### src/hpnc_pkg.sv
// Types, codes and constant tables of the heading PD navigation controller
`timescale 1ns / 1ps
`default_nettype none

package hpnc_pkg;

    typedef enum logic [2:0] {
        ST_IDLE,
        ST_CORDIC,
        ST_ERR,
        ST_MUL,
        ST_SQRT,
        ST_FIN,
        ST_ACT,
        ST_ECHO
    } state_t;

    typedef enum logic [1:0] {
        ACT_SAMPLE = 2'd0,
        ACT_MANUAL = 2'd1,
        ACT_AUTO   = 2'd2,
        ACT_REARM  = 2'd3
    } action_t;

    localparam int CFG_IDX_W = 3;
    localparam logic [CFG_IDX_W-1:0] REG_TARGET_X     = 3'd0;
    localparam logic [CFG_IDX_W-1:0] REG_TARGET_Y     = 3'd1;
    localparam logic [CFG_IDX_W-1:0] REG_SPEED_GAIN   = 3'd2;
    localparam logic [CFG_IDX_W-1:0] REG_ANGLE_P_GAIN = 3'd3;
    localparam logic [CFG_IDX_W-1:0] REG_ANGLE_D_GAIN = 3'd4;

    localparam logic KIND_ACTUATOR = 1'b0;
    localparam logic KIND_ECHO     = 1'b1;

    localparam logic [6:0] ACCEL_MAX = 7'd100;

    localparam logic [15:0] SPEED_GAIN_RST   = 16'd512;
    localparam logic [15:0] ANGLE_P_GAIN_RST = 16'd768;
    localparam logic [15:0] ANGLE_D_GAIN_RST = 16'd51;

    localparam int ATAN_W = 22;

    // arctan(2^-i) in Q16 degrees
    function automatic logic [ATAN_W-1:0] atan_q16(input logic [4:0] idx);
        logic [ATAN_W-1:0] v;
        case (idx)
            5'd0:    v = 22'd2949120;
            5'd1:    v = 22'd1740967;
            5'd2:    v = 22'd919879;
            5'd3:    v = 22'd466945;
            5'd4:    v = 22'd234379;
            5'd5:    v = 22'd117304;
            5'd6:    v = 22'd58666;
            5'd7:    v = 22'd29335;
            5'd8:    v = 22'd14668;
            5'd9:    v = 22'd7334;
            5'd10:   v = 22'd3667;
            5'd11:   v = 22'd1833;
            5'd12:   v = 22'd917;
            5'd13:   v = 22'd458;
            5'd14:   v = 22'd229;
            5'd15:   v = 22'd115;
            5'd16:   v = 22'd57;
            5'd17:   v = 22'd29;
            5'd18:   v = 22'd14;
            5'd19:   v = 22'd7;
            5'd20:   v = 22'd4;
            5'd21:   v = 22'd2;
            5'd22:   v = 22'd1;
            default: v = 22'd0;
        endcase
        return v;
    endfunction

endpackage

`default_nettype wire

### src/heading_pd_navigation_controller.sv
// Heading PD navigation controller: speed from distance, steering from heading error
// Flow: a fault result appears the cycle after its transfer; a sample in auto mode with no fault
// runs the CORDIC, error, bit-serial multiply, square-root digit loop and final rounding steps,
// then sends its actuator result and then its echo, each when the output is free.
// No new sample is taken until its echo has been sent. Reset (aresetn low, synchronous): manual,
// fault clear.
`timescale 1ns / 1ps
`default_nettype none

module heading_pd_navigation_controller #(
    parameter int CORDIC_STEPS    = 16,
    parameter int ANGLE_FRAC_BITS = 6
) (
    input  wire logic                           aclk,
    input  wire logic                           aresetn,
    input  wire logic                           s_valid,
    output logic                                s_ready,
    input  wire logic [1:0]                     s_action,
    input  wire logic                           s_fault_active,
    input  wire logic signed [15:0]             s_pos_x,
    input  wire logic signed [15:0]             s_pos_y,
    input  wire logic signed [9:0]              s_heading,
    output logic                                m_valid,
    input  wire logic                           m_ready,
    output logic                                m_result_kind,
    output logic [6:0]                          m_accel_cmd,
    output logic signed [8:0]                   m_steer_cmd,
    output logic signed [15:0]                  m_echo_x,
    output logic signed [15:0]                  m_echo_y,
    output logic signed [9:0]                   m_echo_heading,
    output logic                                m_last_item,
    input  wire logic                           cfg_valid,
    output logic                                cfg_ready,
    input  wire logic [hpnc_pkg::CFG_IDX_W-1:0] cfg_index,
    input  wire logic [15:0]                    cfg_data
);
    import hpnc_pkg::*;

    localparam int F        = ANGLE_FRAC_BITS;
    localparam int XW       = 20;
    localparam int ZW       = 26;
    localparam int PW       = 12 + F;
    localparam int EW       = 9 + F;
    localparam int DW       = 10 + F;
    localparam int CW       = 28 + F;
    localparam int ZSH      = 16 - F;
    localparam int RS       = 8 + F;
    localparam int A_LEN    = (CORDIC_STEPS > 16) ? CORDIC_STEPS : 16;
    localparam int MUL_LEN  = 30;
    localparam int SQRT_LEN = 15;

    localparam logic [4:0] A_LAST    = 5'(A_LEN - 1);
    localparam logic [4:0] MUL_LAST  = 5'(MUL_LEN - 1);
    localparam logic [4:0] SQRT_LAST = 5'(SQRT_LEN - 1);
    localparam logic [4:0] C_STEPS   = 5'(CORDIC_STEPS);

    localparam logic signed [ZW-1:0] Z_HALF_TURN = ZW'(180 * 65536);
    localparam logic signed [ZW-1:0] Z_ROUND     = ZW'(1 << (ZSH - 1));
    localparam logic signed [PW-1:0] P_HALF      = PW'(180 << F);
    localparam logic signed [PW-1:0] P_3HALF     = PW'(540 << F);
    localparam logic signed [PW-1:0] P_FULL      = PW'(360 << F);
    localparam logic signed [PW-1:0] P_2FULL     = PW'(720 << F);
    localparam logic signed [CW-1:0] CMD_LIM     = CW'(180 << (8 + F));
    localparam logic [CW-1:0]        CMD_RND     = CW'(1 << (RS - 1));

    state_t state_reg, state_next;
    logic [4:0] cnt_reg;

    logic signed [15:0] tx_reg, ty_reg;
    logic [15:0] sg_reg, kp_reg, kd_reg;
    logic auto_reg, auto_next, fault_reg, fault_next;
    logic signed [EW-1:0] prev_err_reg;

    logic signed [15:0] px_reg, py_reg;
    logic signed [9:0]  hd_reg;

    logic signed [XW-1:0] cx_reg, cy_reg;
    logic signed [ZW-1:0] cz_reg;
    logic zero_reg;

    logic [15:0] sqx_reg, sqy_reg, gs_reg;
    logic [31:0] sqxl_reg, sqyl_reg, gl_reg, gg_reg;
    logic [32:0] d2_reg;

    logic [29:0] d2s_reg;
    logic [61:0] ggl_reg, lhs_reg;
    logic        d2big_reg;
    logic [15:0] kps_reg, kds_reg;
    logic signed [CW-1:0] errl_reg, derrl_reg, cmd_reg;

    logic [29:0] sqv_reg;
    logic [16:0] rem_reg;
    logic [14:0] root_reg;

    logic [6:0]        accel_res_reg;
    logic signed [8:0] steer_res_reg;

    logic              m_valid_reg, m_kind_reg, m_last_reg;
    logic [6:0]        m_accel_reg;
    logic signed [8:0] m_steer_reg;
    logic signed [15:0] m_ex_reg, m_ey_reg;
    logic signed [9:0] m_eh_reg;

    logic in_xfer, out_free, start;
    logic signed [16:0] ex, ey;

    assign out_free  = !m_valid_reg || m_ready;
    assign s_ready   = (state_reg == ST_IDLE) && out_free;
    assign in_xfer   = s_valid && s_ready;
    assign cfg_ready = 1'b1;
    assign start     = (s_action == ACT_SAMPLE) && auto_reg && !fault_reg && !s_fault_active;

    assign ex = $signed({tx_reg[15], tx_reg}) - $signed({s_pos_x[15], s_pos_x});
    assign ey = $signed({ty_reg[15], ty_reg}) - $signed({s_pos_y[15], s_pos_y});

    // CORDIC step
    logic signed [XW-1:0] xs, ys;
    logic signed [ZW-1:0] atn;
    assign xs  = cx_reg >>> cnt_reg;
    assign ys  = cy_reg >>> cnt_reg;
    assign atn = $signed({4'b0, atan_q16(cnt_reg)});

    // heading error and wrap
    logic signed [ZW-1:0] zr, zsh;
    logic signed [PW-1:0] des, hd_sc, err0, errp;
    logic signed [EW-1:0] errw;
    logic signed [DW-1:0] derr;
    always_comb begin
        zr    = cz_reg + Z_ROUND;
        zsh   = zr >>> ZSH;
        des   = zero_reg ? '0 : PW'(zsh);
        hd_sc = PW'(hd_reg) <<< F;
        err0  = des - hd_sc;
        if (err0 > P_3HALF) begin
            errp = err0 - P_2FULL;
        end else if (err0 > P_HALF) begin
            errp = err0 - P_FULL;
        end else if (err0 < -P_3HALF) begin
            errp = err0 + P_2FULL;
        end else if (err0 < -P_HALF) begin
            errp = err0 + P_FULL;
        end else begin
            errp = err0;
        end
        errw = EW'(errp);
        derr = DW'(errw) - DW'(prev_err_reg);
    end

    logic [61:0] lhs_sum;
    assign lhs_sum = lhs_reg + (d2s_reg[0] ? ggl_reg : 62'd0);

    // square-root digit
    logic [18:0] rem_sh, trial;
    assign rem_sh = {rem_reg, sqv_reg[29:28]};
    assign trial  = {2'b0, root_reg, 2'b01};

    // final rounding
    logic signed [CW-1:0] cmd_sat;
    logic [CW-1:0] cmd_mag, cmd_rnd;
    logic [8:0]  steer_mag;
    logic [15:0] k16;
    logic [7:0]  k8;
    logic [6:0]  accel_val;
    always_comb begin
        if (cmd_reg > CMD_LIM) begin
            cmd_sat = CMD_LIM;
        end else if (cmd_reg < -CMD_LIM) begin
            cmd_sat = -CMD_LIM;
        end else begin
            cmd_sat = cmd_reg;
        end
        cmd_mag   = cmd_sat[CW-1] ? CW'(-cmd_sat) : CW'(cmd_sat);
        cmd_rnd   = (cmd_mag + CMD_RND) >> RS;
        steer_mag = cmd_rnd[8:0];
        k16       = ({1'b0, root_reg} + 16'd128) >> 8;
        k8        = k16[7:0];
        if ((d2big_reg && (gg_reg != 32'd0)) || (|lhs_reg[61:30])
            || (k8 > 8'(ACCEL_MAX))) begin
            accel_val = ACCEL_MAX;
        end else begin
            accel_val = k8[6:0];
        end
    end

    // mode and fault mark
    always_comb begin
        auto_next  = auto_reg;
        fault_next = fault_reg;
        if (in_xfer) begin
            if (s_fault_active) begin
                auto_next  = 1'b0;
                fault_next = 1'b1;
            end
            case (action_t'(s_action))
                ACT_MANUAL: auto_next = 1'b0;
                ACT_AUTO: begin
                    if (!fault_next) begin
                        auto_next = 1'b1;
                    end
                end
                ACT_REARM: fault_next = 1'b0;
                default: ;
            endcase
        end
    end

    always_comb begin
        state_next = state_reg;
        case (state_reg)
            ST_IDLE: begin
                if (in_xfer && start) begin
                    state_next = ST_CORDIC;
                end
            end
            ST_CORDIC: begin
                if (cnt_reg == A_LAST) begin
                    state_next = ST_ERR;
                end
            end
            ST_ERR: state_next = ST_MUL;
            ST_MUL: begin
                if (cnt_reg == MUL_LAST) begin
                    state_next = ST_SQRT;
                end
            end
            ST_SQRT: begin
                if (cnt_reg == SQRT_LAST) begin
                    state_next = ST_FIN;
                end
            end
            ST_FIN: state_next = ST_ACT;
            ST_ACT: begin
                if (out_free) begin
                    state_next = ST_ECHO;
                end
            end
            ST_ECHO: begin
                if (out_free) begin
                    state_next = ST_IDLE;
                end
            end
            default: state_next = ST_IDLE;
        endcase
    end

    always_ff @(posedge aclk) begin
        if (!aresetn) begin
            state_reg    <= ST_IDLE;
            cnt_reg      <= '0;
            auto_reg     <= 1'b0;
            fault_reg    <= 1'b0;
            prev_err_reg <= '0;
            tx_reg       <= '0;
            ty_reg       <= '0;
            sg_reg       <= SPEED_GAIN_RST;
            kp_reg       <= ANGLE_P_GAIN_RST;
            kd_reg       <= ANGLE_D_GAIN_RST;
            m_valid_reg  <= 1'b0;
        end else begin
            state_reg <= state_next;
            cnt_reg   <= (state_next != state_reg) ? 5'd0 : cnt_reg + 5'd1;
            auto_reg  <= auto_next;
            fault_reg <= fault_next;
            if (state_reg == ST_ERR) begin
                prev_err_reg <= errw;
            end
            if (cfg_valid) begin
                case (cfg_index)
                    REG_TARGET_X:     tx_reg <= cfg_data;
                    REG_TARGET_Y:     ty_reg <= cfg_data;
                    REG_SPEED_GAIN:   sg_reg <= cfg_data;
                    REG_ANGLE_P_GAIN: kp_reg <= cfg_data;
                    REG_ANGLE_D_GAIN: kd_reg <= cfg_data;
                    default: ;
                endcase
            end
            if (in_xfer && s_fault_active) begin
                m_valid_reg <= 1'b1;
            end else if ((state_reg == ST_ACT || state_reg == ST_ECHO) && out_free) begin
                m_valid_reg <= 1'b1;
            end else if (m_ready) begin
                m_valid_reg <= 1'b0;
            end
        end
    end

    always_ff @(posedge aclk) begin
        case (state_reg)
            ST_IDLE: begin
                px_reg   <= s_pos_x;
                py_reg   <= s_pos_y;
                hd_reg   <= s_heading;
                zero_reg <= (ex == 17'sd0) && (ey == 17'sd0);
                if (ex < 0) begin
                    cx_reg <= XW'(-ex);
                    cy_reg <= XW'(-ey);
                    cz_reg <= (ey >= 0) ? Z_HALF_TURN : -Z_HALF_TURN;
                end else begin
                    cx_reg <= XW'(ex);
                    cy_reg <= XW'(ey);
                    cz_reg <= '0;
                end
                sqx_reg  <= ex[16] ? 16'(-ex) : ex[15:0];
                sqy_reg  <= ey[16] ? 16'(-ey) : ey[15:0];
                sqxl_reg <= ex[16] ? 32'(16'(-ex)) : 32'(ex[15:0]);
                sqyl_reg <= ey[16] ? 32'(16'(-ey)) : 32'(ey[15:0]);
                d2_reg   <= '0;
                gs_reg   <= sg_reg;
                gl_reg   <= 32'(sg_reg);
                gg_reg   <= '0;
            end
            ST_CORDIC: begin
                if (cnt_reg < C_STEPS) begin
                    if (cy_reg > 0) begin
                        cx_reg <= cx_reg + ys;
                        cy_reg <= cy_reg - xs;
                        cz_reg <= cz_reg + atn;
                    end else begin
                        cx_reg <= cx_reg - ys;
                        cy_reg <= cy_reg + xs;
                        cz_reg <= cz_reg - atn;
                    end
                end
                if (!cnt_reg[4]) begin
                    d2_reg   <= d2_reg + (sqx_reg[0] ? 33'(sqxl_reg) : 33'd0)
                                       + (sqy_reg[0] ? 33'(sqyl_reg) : 33'd0);
                    sqx_reg  <= sqx_reg >> 1;
                    sqy_reg  <= sqy_reg >> 1;
                    sqxl_reg <= sqxl_reg << 1;
                    sqyl_reg <= sqyl_reg << 1;
                    gg_reg   <= gg_reg + (gs_reg[0] ? gl_reg : 32'd0);
                    gs_reg   <= gs_reg >> 1;
                    gl_reg   <= gl_reg << 1;
                end
            end
            ST_ERR: begin
                d2s_reg   <= d2_reg[29:0];
                d2big_reg <= |d2_reg[32:30];
                ggl_reg   <= 62'(gg_reg);
                lhs_reg   <= '0;
                kps_reg   <= kp_reg;
                kds_reg   <= kd_reg;
                errl_reg  <= CW'(errw);
                derrl_reg <= CW'(derr);
                cmd_reg   <= '0;
            end
            ST_MUL: begin
                lhs_reg   <= lhs_sum;
                d2s_reg   <= d2s_reg >> 1;
                ggl_reg   <= ggl_reg << 1;
                cmd_reg   <= cmd_reg + (kps_reg[0] ? errl_reg : '0)
                                     + (kds_reg[0] ? derrl_reg : '0);
                kps_reg   <= kps_reg >> 1;
                kds_reg   <= kds_reg >> 1;
                errl_reg  <= errl_reg <<< 1;
                derrl_reg <= derrl_reg <<< 1;
                if (cnt_reg == MUL_LAST) begin
                    sqv_reg  <= lhs_sum[29:0];
                    rem_reg  <= '0;
                    root_reg <= '0;
                end
            end
            ST_SQRT: begin
                sqv_reg <= sqv_reg << 2;
                if (rem_sh >= trial) begin
                    rem_reg  <= 17'(rem_sh - trial);
                    root_reg <= {root_reg[13:0], 1'b1};
                end else begin
                    rem_reg  <= 17'(rem_sh);
                    root_reg <= {root_reg[13:0], 1'b0};
                end
            end
            ST_FIN: begin
                accel_res_reg <= accel_val;
                steer_res_reg <= cmd_sat[CW-1] ? -$signed(steer_mag) : $signed(steer_mag);
            end
            default: ;
        endcase
    end

    always_ff @(posedge aclk) begin
        if (in_xfer && s_fault_active) begin
            m_kind_reg  <= KIND_ACTUATOR;
            m_accel_reg <= '0;
            m_steer_reg <= '0;
            m_ex_reg    <= '0;
            m_ey_reg    <= '0;
            m_eh_reg    <= '0;
            m_last_reg  <= 1'b1;
        end else if (state_reg == ST_ACT && out_free) begin
            m_kind_reg  <= KIND_ACTUATOR;
            m_accel_reg <= accel_res_reg;
            m_steer_reg <= steer_res_reg;
            m_ex_reg    <= '0;
            m_ey_reg    <= '0;
            m_eh_reg    <= '0;
            m_last_reg  <= 1'b0;
        end else if (state_reg == ST_ECHO && out_free) begin
            m_kind_reg  <= KIND_ECHO;
            m_accel_reg <= '0;
            m_steer_reg <= '0;
            m_ex_reg    <= px_reg;
            m_ey_reg    <= py_reg;
            m_eh_reg    <= hd_reg;
            m_last_reg  <= 1'b1;
        end
    end

    assign m_valid        = m_valid_reg;
    assign m_result_kind  = m_kind_reg;
    assign m_accel_cmd    = m_accel_reg;
    assign m_steer_cmd    = m_steer_reg;
    assign m_echo_x       = m_ex_reg;
    assign m_echo_y       = m_ey_reg;
    assign m_echo_heading = m_eh_reg;
    assign m_last_item    = m_last_reg;

endmodule

`default_nettype wire

### config.mk
export PLATFORM = sky130hd
export DESIGN_NAME = heading_pd_navigation_controller
export DESIGN_NICKNAME = d
export VERILOG_FILES = /design/src/hpnc_pkg.sv /design/src/heading_pd_navigation_controller.sv
export SDC_FILE = /design/constraint.sdc
export NUM_CORES = 2
export LEC_CHECK = 0
export ABC_AREA = 1
export BUFFER_PORTS_ARGS = -buffer_cell sky130_fd_sc_hd__buf_2
export CAP_MARGIN = 10
export CORE_MARGIN = 4
export CORE_UTILIZATION = 59
export CTS_BUF_LIST = sky130_fd_sc_hd__clkbuf_8
export DETAILED_ROUTE_END_ITERATION = 12
export GPL_TIMING_DRIVEN = 0
export PLACE_DENSITY = 0.88
export SLEW_MARGIN = 20
export SYNTH_ARGS = -nofsm -noshare
export SYNTH_HDL_FRONTEND = slang
export SYNTH_SLANG_ARGS = --single-unit
### constraint.sdc
create_clock -name aclk -period 21.5 [get_ports aclk]
set_input_delay 4.3 -clock aclk [delete_from_list [all_inputs] [get_ports aclk]]
set_output_delay 4.3 -clock aclk [all_outputs]
set_load 0.01 [all_outputs]
-- Word level (Yosys, flattened, before mapping)
Memories as Yosys holds them, arrays and structs flattened. A register that Yosys moved wholly into a read port is not among the register bits.
Index checks and enable logic that the tools add are counted.
- memories kept: 1
- logic and storage cells: 244
- bits of input ports: 69
- memory bits (read-only): 704
- flip-flop bits (word level): 851
- memories (memory ; words ; bits a word ; read ports ; clocked after Yosys merged registers in ; write ports ; RTL line ; text):
    (name not given) ; 32 ; 22 ; 1 ; 1 ; 0 ; hpnc_pkg.sv:46 ; case (idx)
- $add $sub $neg: 31
- bitwise gates (word level): 1
- magnitude comparators: 12
- shift operators: 2
- mux-type cells: 87
- reductions and logical operators: 42
- equality and inequality tests: 21
- operators with widths (operator ; number):
    2-to-1 mux 32 bit ; 9
    case mux 32 bit (2 select lines) ; 4
    case mux 62 bit (2 select lines) ; 2
    case mux 34 bit (2 select lines) ; 3
    case mux 16 bit (2 select lines) ; 5
    2-to-1 mux 34 bit ; 4
    2-to-1 mux 20 bit ; 6
    case mux 30 bit (2 select lines) ; 2
    2-to-1 mux 26 bit ; 4
    2-to-1 mux 16 bit ; 5
    case mux 20 bit (2 select lines) ; 2
    2-to-1 mux 15 bit ; 5
    adder 34 bit ; 2
    adder 33 x 32 -> 33 bit ; 2
    case mux 33 bit (2 select lines) ; 1
    adder 62 bit ; 1
    2-to-1 mux 62 bit ; 1
    case mux 26 bit (2 select lines) ; 1
    adder 20 bit ; 2
    negator 17 -> 20 bit ; 2
    >>> shifter 20 x 5 -> 20 bit ; 2
    subtractor 20 bit ; 2
    greater-than comparator 34 x 23 -> 1 bit, second input constant ; 1
    zero test 17 bit ; 2
    other kinds (63) ; 126

-- Logic depth before layout (Yosys ltp)
- depth after elaboration: 10
- gate-level depth with buffers: 41
- depth with buffers taken out: 40

-- Worst setup path before layout
No wires, ideal clock.
- path kind: flip-flop to flip-flop
- start point: register state_reg[0]
- end point: register cx_reg[0], enable pin
- path buffers: 2
- library setup time: 1.292 ns
- arrival time: 20.440 ns
- cell stages (with the launch flop): 7
- period minus slack after synthesis: 21.732 ns
- slack: -0.232 ns
- data required time: 20.208 ns
- cell sequence: dfxtp_1 > inv_2 > nor3_2 > inv_2 > clkbuf_1 > clkbuf_1 > o21ai_0
- longest elaborated chain between the ends: 3
- RTL lines (item ; RTL line ; text):
    start, declared ; heading_pd_navigation_controller.sv:66 ; state_t state_reg, state_next;
    start signal, assigned ; heading_pd_navigation_controller.sv:260 ; state_reg <= state_next;
    == test 3 x 1 -> 1 bit / zero test 3 bit (equally long branches) ; heading_pd_navigation_controller.sv:288 ; case (state_reg)
    != test 2 bit (no line) / nonzero test 2 bit (equally long branches) ; -- ;
    AND reduction 2 bit (no line) * ; -- ;
    end signal, assigned ; heading_pd_navigation_controller.sv:295 ; cx_reg <= XW'(-ex);
    end signal, assigned ; heading_pd_navigation_controller.sv:299 ; cx_reg <= XW'(ex);
    end signal, assigned ; heading_pd_navigation_controller.sv:315 ; cx_reg <= cx_reg + ys;
    end, declared ; heading_pd_navigation_controller.sv:77 ; logic signed [XW-1:0] cx_reg, cy_reg;
Mark *: on every way between the ends. The rest lies on a longest branch, timed or not.
A chain may end at the register's enable or synchronous reset.

-- Worst setup path after layout
- start point: input m_ready
- end point: output s_ready
- longest elaborated chain between the ends: 2
- RTL lines (item ; RTL line ; text):
    start, declared ; heading_pd_navigation_controller.sv:24 ; input wire logic m_ready,
    logical OR 1 bit ; heading_pd_navigation_controller.sv:107 ; assign out_free = !m_valid_reg || m_ready;
    logical AND 1 bit ; heading_pd_navigation_controller.sv:108 ; assign s_ready = (state_reg == ST_IDLE) && out_free;
    end, declared ; heading_pd_navigation_controller.sv:17 ; output logic s_ready,
No other way between the ends.

==> impl_results.md <==
* Area share of the largest cell type after synthesis at 36.3%
* Nets at approximately 8000
* Mapped Area at 0.0567 mm2
* Root buffer cell: clkbuf_8
* Area delta synth->final at 10.7%
* Crit-path most repeated cell: buf_2
* Global-route wire length before repair at 261000 um
* PD cells at 77.1 mW/mm2
* Die Ht at about 320 um
* Period Utilization, post-route at a little over two fifths
* Syn_nets at 7552
* H-tree levels at 4
* Ys Warns at 0
* Cells after Synth at 7084
* CP endpoint kind: output port
* Post-synth EDFFs at approximately 690
* Wirelength per Cell at around 19 um
* WP depth at 4
* CTS tree: done
* Initial antenna violation count at 19
* Initial DRC count at ~6000
* CP startpoint kind: input pin
* Sequential area share after synthesis at 42.9%
* Total number of vias at between 50000 and 60000
* Placement Setup Slack at 12.19 ns
* Max Cap Viol at 0
* WP data required at roughly 17 ns
* Final WS setup at 12.19 ns
* Final Hold Fails at 0
* Critical Path Source: m_ready
* Hpwl dp at 128000 um
* Buffer count from post-CTS setup fixing at 0
* Synthesized area per cell at 8.01 um2
* Layout cells sized above 1 at 7.35%
* Layout Skew at ~0.060 ns
* Initial Util at 59.6%
* Clock Pin Slew Worst Setup and Hold Paths at 0.07 ns
* Synth area leader: edfxtp_1
* Reg2Reg Launch Point: cz_reg[9]$_SDFFCE_PN0P_
* Top cells by area, synth: edfxtp_1 (36%), nand2_1 (12%), ha_1 (7.1%), dfxtp_1 (6.6%), inv_1 (6.4%)
* Crit path buf inv count at 2
* Flop and latch count out of synthesis at 873
* Routed Antenna Nets at 0
* Setup crit end: s_ready
* Worst-Margin Slew at 1.24 ns
* Placed inst area at 0.0597 mm2
* Commonest non-fill, non-tap cell in the layout: nand2_1
* Vias/cell at 5.85
* CTS Hold Bufs at 0
* Top_reg_cell synth: edfxtp_1
* Asr flop ratio synth at 0%
* Crit path kind: input pin to output port
* GP Congestion at 0.976
* Vias in the first global route at 49100
* CP arrival at 5.01 ns
* Worst Path Max Fanout at 4
* DRC viols at 0
* Top Ports at between 100 and 150
* CP cell instances: buf_2 -> nor2_1 -> nor2_2 -> buf_2
* DRT Wirelength at 168000 um
* Total clock buffers created by CTS at 150
* Worst r2r dst: derrl_reg[27]$_DFFE_PP_
* Hold/Removal Path Class: flip-flop to flip-flop
* Setup TNS at 0 ns
* # clock sinks at 873
* Cell area after layout at 0.0628 mm2
* CP max-delay cell: nor2_1
* Final min period at 9.31 ns
* Core Rows at 113
* Leading cell types in the layout, fill and taps excluded: nand2_1 (1792), inv_1 (1015), edfxtp_1 (685), nor2_1 (625), a21oi_1 (616)
* Latest clock arrival within the worst-skew pair at 0.86 ns
* Crit path max-delay family: simple AND/OR/NAND/NOR gates
* Synth cell types at 85
* CP max stage delay at between 0.3 and 0.4 ns
* GRT overflow at 0
* Area of the die at 0.101 mm2
* Final setup violation count at 0
* LEAKAGE at ~29 nW
* Count of pins over their slew limit at 0
* GRT Total Usage at 32.2%
* CTS resizes at 0
* Largest net degree at the start of global routing at 46
* Slew margin rel. at between 10% and 20%
* Initial DRT Pass Iterations at 6
* Max VDD drop at 0.0743 mV
* RSZ-0062 raised after global routing: no
* Worst R2R Setup Slack at 14.40 ns
* Die W at 318 um
* Worst Reg-to-Reg Cells at 37
* Status: completed
* Buffers on Ports at between 100 and 150
* Core ar. at 0.0952 mm2
* FMAX at 107 MHz
* Clk buf depth at 3
Yosys cell counts, types with 26 or more instances:
cell      count
fa_1         76
o211ai_1     47
nand2_1    1793
dfxtp_1     188
a21oi_1     616
nand3_1     194
ha_1        323
nand2_2      36
xor2_1      122
nor3_1       59
edfxtp_1    685
nor2_1      628
nand4_1      62
clkbuf_1    162
inv_2        26
inv_1       967
o21ai_1      64
xnor2_1      63
o21a_1       53
o21bai_1     27
nor4_1       31
o21ai_0     514
a31oi_1      68
routing by layer:
metal / up-vias / part of all wire [%] / track usage [%]
li1: 24300 / - / -
met1: 24100 / 39 / 42.1
met2: 2600 / 45 / 51.4
met3: 518 / 10 / 6.94
met4: 4 / 5.0 / 15.0
met5: - / 0.012 / 0
logic make-up after synthesis:
group | Yosys count | synth area share [%]
AND/OR/NAND/NOR | 2884 | 20.9
AO/OA/AOI/OAI | 1520 | 14.9
buffers and inverters | 1205 | 8.21
flip-flops | 873 | 42.9
adder cells (fa/ha/maj) | 399 | 9.81
XOR/XNOR | 191 | 3.07
multiplexers | 11 | 0.194
other | 1 | 0.00661
power breakdown:
| part | internal (W) | switching (W) |
|---|---|---|
| Clock | 0.000790 | 0.000744 |
| Sequential | 0.00193 | 0.0000585 |
| Combinational | 0.000439 | 0.000872 |
| Total | 0.00316 | 0.00168 |
tightest hold or removal path: stages, from the launching register on:
cell and delay [ns]:
dfxtp_1 0.30, inv_1 0.05, a21oi_1 0.05
area by class of cell:
type	instances	area, um2
multi-input combinational	5006	27800
inverter	997	3740
clock buffer	165	2270
sequential	873	24300
fill	7615	32400
tap	1265	1580
buffer	208	910
timing repair buffer	160	1400
clock inverter	110	721
antenna	17	42.5
worst min path at each step:
stage / depth (start not counted) / to / from / slack (ns)
after global routing: 2 / kp_reg[1]$_SDFFE_PN0P_ / kp_reg[1]$_SDFFE_PN0P_ / 0.46
after detailed placement: 2 / kp_reg[10]$_SDFFE_PN0P_ / kp_reg[10]$_SDFFE_PN0P_ / 0.44
final: 2 / kp_reg[10]$_SDFFE_PN0P_ / kp_reg[10]$_SDFFE_PN0P_ / 0.45
after global placement: 2 / kp_reg[14]$_SDFFE_PN0P_ / kp_reg[14]$_SDFFE_PN0P_ / 0.43
after CTS: 2 / kp_reg[10]$_SDFFE_PN0P_ / kp_reg[10]$_SDFFE_PN0P_ / 0.45
after floorplan: 2 / kp_reg[0]$_SDFFE_PN0P_ / kp_reg[0]$_SDFFE_PN0P_ / 0.42
through the flow:
step | power, W | utilization [%] | hold WS, ns | std cells
floorplan | 0.00295 | - | 0.425 | 7084
global placement | 0.00325 | 61.9 | 0.434 | 8479
detailed placement | 0.00330 | 62.8 | 0.438 | 8509
CTS | 0.00481 | 65.9 | 0.449 | 8784
global route | 0.00508 | 65.9 | 0.458 | 8787
finish | 0.00484 | 66.0 | 0.451 | 8801
Power figures use the tool's default switching activity.
